<file path="src/hdl/aes_ram.sv">
// Generic single-port-write, single-port-read RAM with registered read data.
// No dependencies.
module aes_ram #(
	parameter int WIDTH = 32,
	parameter int DEPTH = 60
) (
	input  logic                     clk,
	input  logic                     we,
	input  logic [$clog2(DEPTH)-1:0] waddr,
	input  logic [WIDTH-1:0]         wdata,
	input  logic [$clog2(DEPTH)-1:0] raddr,
	output logic [WIDTH-1:0]         rdata
);
	logic [WIDTH-1:0] mem [DEPTH];

	always_ff @(posedge clk) begin
		if (we) mem[waddr] <= wdata;
		rdata <= mem[raddr];
	end
endmodule

</file>
<file path="config.mk">
export PLATFORM = sky130hd
export DESIGN_NAME = aes_ram
export DESIGN_NICKNAME = d
export VERILOG_FILES = /design/src/hdl/aes_ram.sv
export SDC_FILE = /design/constraint.sdc
export NUM_CORES = 2
export LEC_CHECK = 0
export BUFFER_PORTS_ARGS = -buffer_cell sky130_fd_sc_hd__buf_2
export CELL_PAD_IN_SITES_DETAIL_PLACEMENT = 1
export CELL_PAD_IN_SITES_GLOBAL_PLACEMENT = 2
export CORE_MARGIN = 1.5
export CORE_UTILIZATION = 40
export CTS_BUF_LIST = sky130_fd_sc_hd__clkbuf_2 sky130_fd_sc_hd__clkbuf_4 sky130_fd_sc_hd__clkbuf_8
export CTS_CLUSTER_DIAMETER = 30
export CTS_CLUSTER_SIZE = 25
export DETAILED_ROUTE_END_ITERATION = 6
export HOLD_SLACK_MARGIN = 0.1
export PLACE_DENSITY_LB_ADDON = 0.1
export RECOVER_POWER = 50
export SETUP_SLACK_MARGIN = 0.2
export SYNTH_ARGS = -nofsm -noshare
export SYNTH_HDL_FRONTEND = slang
export SYNTH_SLANG_ARGS = --single-unit
</file>
<file path="constraint.sdc">
create_clock -name clk -period 9.2 [get_ports clk]
set_input_delay 0 -clock clk [delete_from_list [all_inputs] [get_ports clk]]
set_output_delay 0 -clock clk [all_outputs]
set_load 0.01 [all_outputs]
</file>
== Yosys cells after proc, flatten, opt, wreduce, memory -nomap -nowiden ==
Memories as Yosys holds them, arrays and structs flattened. A register that Yosys moved wholly into a read port is not among the register bits.
Index checks and enable logic that the tools add are counted.
Operators by class
  mux-type cells: 2
Operator list (number)
  two-way mux 1 bit: 2
Storage, ports and cells
  flip-flop bits (word level): 0
  RAM bits: 1920
  bits of input ports: 46
  output and inout bits: 32
  word-level logic and storage cells: 3
  memories: 1
Memory list
  mem: depth 60, width 32, rd ports 1, clocked after Yosys merged registers in 1, wr ports 1, line 14  | logic [WIDTH-1:0] mem [DEPTH];

== Longest topological paths before layout ==
  word-level depth: 2
  depth in mapped cells: 10
  gate-level depth less buffers: 5

== Worst setup path after synthesis ==
Ideal clock, no wire load.
  kind: input to register
  start: input port waddr[4]
  end: memory mem[32][0], enable pin
  library setup time: 461 ps
  arrival time: 2678 ps
  data required time: 8739 ps
  path slack: 6061 ps
  cell stages on the path: 4
  path buffers: 1
  cells stage by stage: clkbuf_1 > nor2_1 > nand4b_1 > nor3_1
RTL lines
  start, declared: line 9  | input logic [$clog2(DEPTH)-1:0] waddr,
  end, declared: line 14
Straight into the memory's write port.

==> results.py <==
metrics = {
    "status": {
        "status": "finished with violations",
        "violations": "capacitance limit, slew limit",
    },
    "synth": {
        "ys_dominant_reg_cell": "edfxtp_1",
        "syn_area_sq_um": 73800,
        "synth.net_count": 3310,
        "synth_cell_types": 38,
        "syn_avg_cell_area_sq_um": 22.6,
        "ys_ff_latch": 1952,
        "synth_edf_count": 1920,
        "syn_inst": 3264,
        "synth-seq-area-share": 0.790,
        "synth_warnings": 0,
        "synthArstFlopShare": 0,
    },
    "grt": {
        "antenna_found_initial": 7,
        "grt_pass1_vias": 40500,
        "grt_usage": 0.235,
        "grt_start_max_net_pins": 118,
        "grt_overflow": 0,
        "grt_pass1_wl_um": 307000,
    },
    "placed_design": {
        "io_buffers": 77,
        "dpl.hpwl_um": 108000,
        "dp_slack_ns": 4.90,
        "gp_congestion": 0.741,
    },
    "critical_path": {
        "cp.required_ns": 10.13,
        "worstPathArrival_ns": 5.51,
        "path_class": "in2reg",
        "end_kind": "flip-flop",
        "start_kind": "primary input",
        "cp_max_fo": 117,
        "timing.rr.start": "mem[34][21]$_DFFE_PP_",
        "crit_path_start": "raddr[0]",
    },
    "die": {
        "ioPinCount": 78,
        "die_height_um": 433,
        "die_x_um": 433,
        "rows": 157,
        "die_area_sq_um": 187000,
        "start_util": 0.403,
        "coreArea_sq_um": 183000,
    },
    "power": {
        "power_mw": 21.8,
        "p_sw_frac": 0.219,
        "leakagePower_nw": 28.0,
        "p_per_area_nw_per_um2": 248,
        "internal-power_mw": 17.1,
        "power_frac_comb": 0.041,
        "p_sw_mw": 4.77,
        "clkPwrFrac": 0.506,
        "p_seq_frac": 0.454,
        "vdd_drop_max_uv": 185,
    },
    "cts": {
        "postCtsResizedCells": 0,
        "root_buffer": "clkbuf_8",
        "tritoncts.num_buffers": 435,
        "cts_tree": "done",
        "cts_sinks": 1952,
        "cts-htree-levels": 5,
        "clkTransAtPathRegs_ns": 0.05,
        "clk_latency_ns": 1.06,
        "postCtsSetupBuffers": 0,
        "cts_buffer_depth": 4,
    },
    "final_layout": {
        "drive_above_1_share": 0.349,
        "syn_to_final_growth_pct": 19.4,
        "final_nets": 3786,
        "most-common-layout-cells": "1920 x edfxtp_1, 461 x mux4_2, 448 x clkbuf_8",
        "fillers": 16400,
        "final_common_cell": "edfxtp_1",
    },
    "sta": {
        "period_needed_ns": 4.58,
        "max-slew-margin-rel": -0.963,
        "fin_skew_ns": 0.0643,
        "fin_crit_sh": 0.498,
        "setup-tns-final_ns": 0,
        "finalHoldWorstSlack_ns": 0.235,
        "setup_slack_ns": 4.62,
        "tightestPinTransition_ns": 2.94,
        "fmax_mhz": 218,
        "rsz0062_at_grt": "no",
        "drv_slew": 1952,
        "setup_viol": 0,
        "finalHoldViolations": 0,
    },
    "routing": {
        "ant_nets": 0,
        "vias": 37000,
        "drt-total-wl_um": 218000,
        "drc": 0,
        "first_pass_iters": 5,
        "wl_per_cell_um": 33.1,
        "drt_first_iter_violations": 3454,
        "avgViaCountPerCell": 5.63,
    },
    "hold_path": {
        "worstHoldStart": "waddr[4]",
        "hp-class": "in2reg",
    },
    "flow_run": {
        "maxCapViolations": 32,
    },
}
cell families (layout without fill, tap and decap cells):
kind of cell	after synthesis	count (layout)	share of synthesized area
flops	1952	1952	0.790
mux	499	499	0.146
compound gates	384	384	0.0360
simple gates	237	237	0.0145
buf+inv	192	1026	0.0138
other cells	0	6	0
synthesized netlist by cell type, types with 3 or more instances:
cell type | count | area share
nor2b_1 | 8 | 0.00068
buf_8 | 3 | 0.00061
o211a_1 | 19 | 0.0026
buf_4 | 15 | 0.0015
buf_6 | 12 | 0.0018
a31oi_1 | 19 | 0.0016
and3_1 | 19 | 0.0016
o211ai_1 | 32 | 0.0033
nand2_1 | 62 | 0.0032
o21a_1 | 19 | 0.0019
buf_1 | 22 | 0.0011
o21ai_0 | 65 | 0.0044
dfxtp_1 | 32 | 0.0087
nand2b_1 | 3 | 0.00025
a22oi_1 | 109 | 0.011
a21oi_1 | 45 | 0.0031
nand3b_1 | 3 | 0.00031
a22o_1 | 26 | 0.0031
clkbuf_1 | 91 | 0.0046
nor2_1 | 86 | 0.0044
buf_2 | 42 | 0.0028
a31o_2 | 13 | 0.0015
mux4_2 | 461 | 0.14
nand3_1 | 43 | 0.0029
mux2i_1 | 38 | 0.0052
a221oi_1 | 19 | 0.0023
o21ai_1 | 18 | 0.0012
buf_12 | 4 | 0.0011
and2_1 | 4 | 0.00034
edfxtp_1 | 1920 | 0.78
power by group through the flow:
| stage | combinational (mW) | sequential (mW) | clock, mW |
|---|---|---|---|
| after global placement | 0.864 | 10.1 | 0 |
| final | 0.886 | 9.90 | 11.0 |
| after floorplan | 0.470 | 10.1 | 0 |
| after detailed placement | 0.889 | 10.1 | 0 |
| after CTS | 0.910 | 9.89 | 11.3 |
| after global routing | 0.947 | 9.90 | 11.7 |
sequential cells by signal, summed over array words and instances (netlist names):
name	count
rdata	32
mem	1920
final cells by class:
| type | count | area [sq um] | share of cell area |
|---|---|---|---|
| sequential | 1952 | 58300 | 0.662 |
| tap | 2464 | 3080 | 0.0350 |
| antenna | 6 | 15.0 | 0.000170 |
| clock inverter | 294 | 3510 | 0.0398 |
| multi-input combinational | 1120 | 15000 | 0.170 |
| timing repair buffer | 228 | 1670 | 0.0189 |
| clock buffer | 501 | 6560 | 0.0745 |
| inverter | 3 | 11.3 | 0.000128 |
stage by stage:
| stage | utilization | cell area [sq um] | cells |
|---|---|---|---|
| 6_report | 0.481 | 88100 | 6568 |
| 2_1_floorplan | - | 73800 | 3264 |
| 5_1_grt | 0.481 | 88100 | 6567 |
| 3_3_place_gp | 0.423 | 77600 | 5715 |
| 3_5_place_dp | 0.423 | 77600 | 5715 |
| 4_1_cts | 0.481 | 88200 | 6562 |
final timing paths:
kind                                        endpoint  slack (ns)  depth (start not counted)
worst min register to register     rdata[11]$_DFF_P_        0.82                          4
worst max-delay path               rdata[21]$_DFF_P_        4.62                         11
worst min-delay path            mem[56][8]$_DFFE_PP_        0.24                          4
worst max register to register     rdata[21]$_DFF_P_        6.33                          7
timing repair:
action,CTS,global route
endpoints found under the setup margin,0,0
hold endpoints to repair,2243,0
hold buffers,52,0
metal layers:
| metal | up-vias | part of all wire | global-route usage |
|---|---|---|---|
| met5 | - | 0 | 0 |
| met4 | 0 | 0.024 | 0.0681 |
| met3 | 381 | 0.057 | 0.0459 |
| met2 | 1222 | 0.51 | 0.400 |
| met1 | 20300 | 0.41 | 0.308 |
| li1 | 15100 | - | - |
critical path, cell delays in order:
cell and delay [ns]:
dlygate4sd3_1 0.57, buf_8 0.62, buf_4 0.77, buf_12 0.78, mux4_2 0.61, a22oi_1 0.22, nand2_1 0.23, a21oi_1 0.22
dlygate4sd3_1 0.58, o211ai_1 0.08, dlygate4sd3_1 0.57
Power figures use the tool's default switching activity.
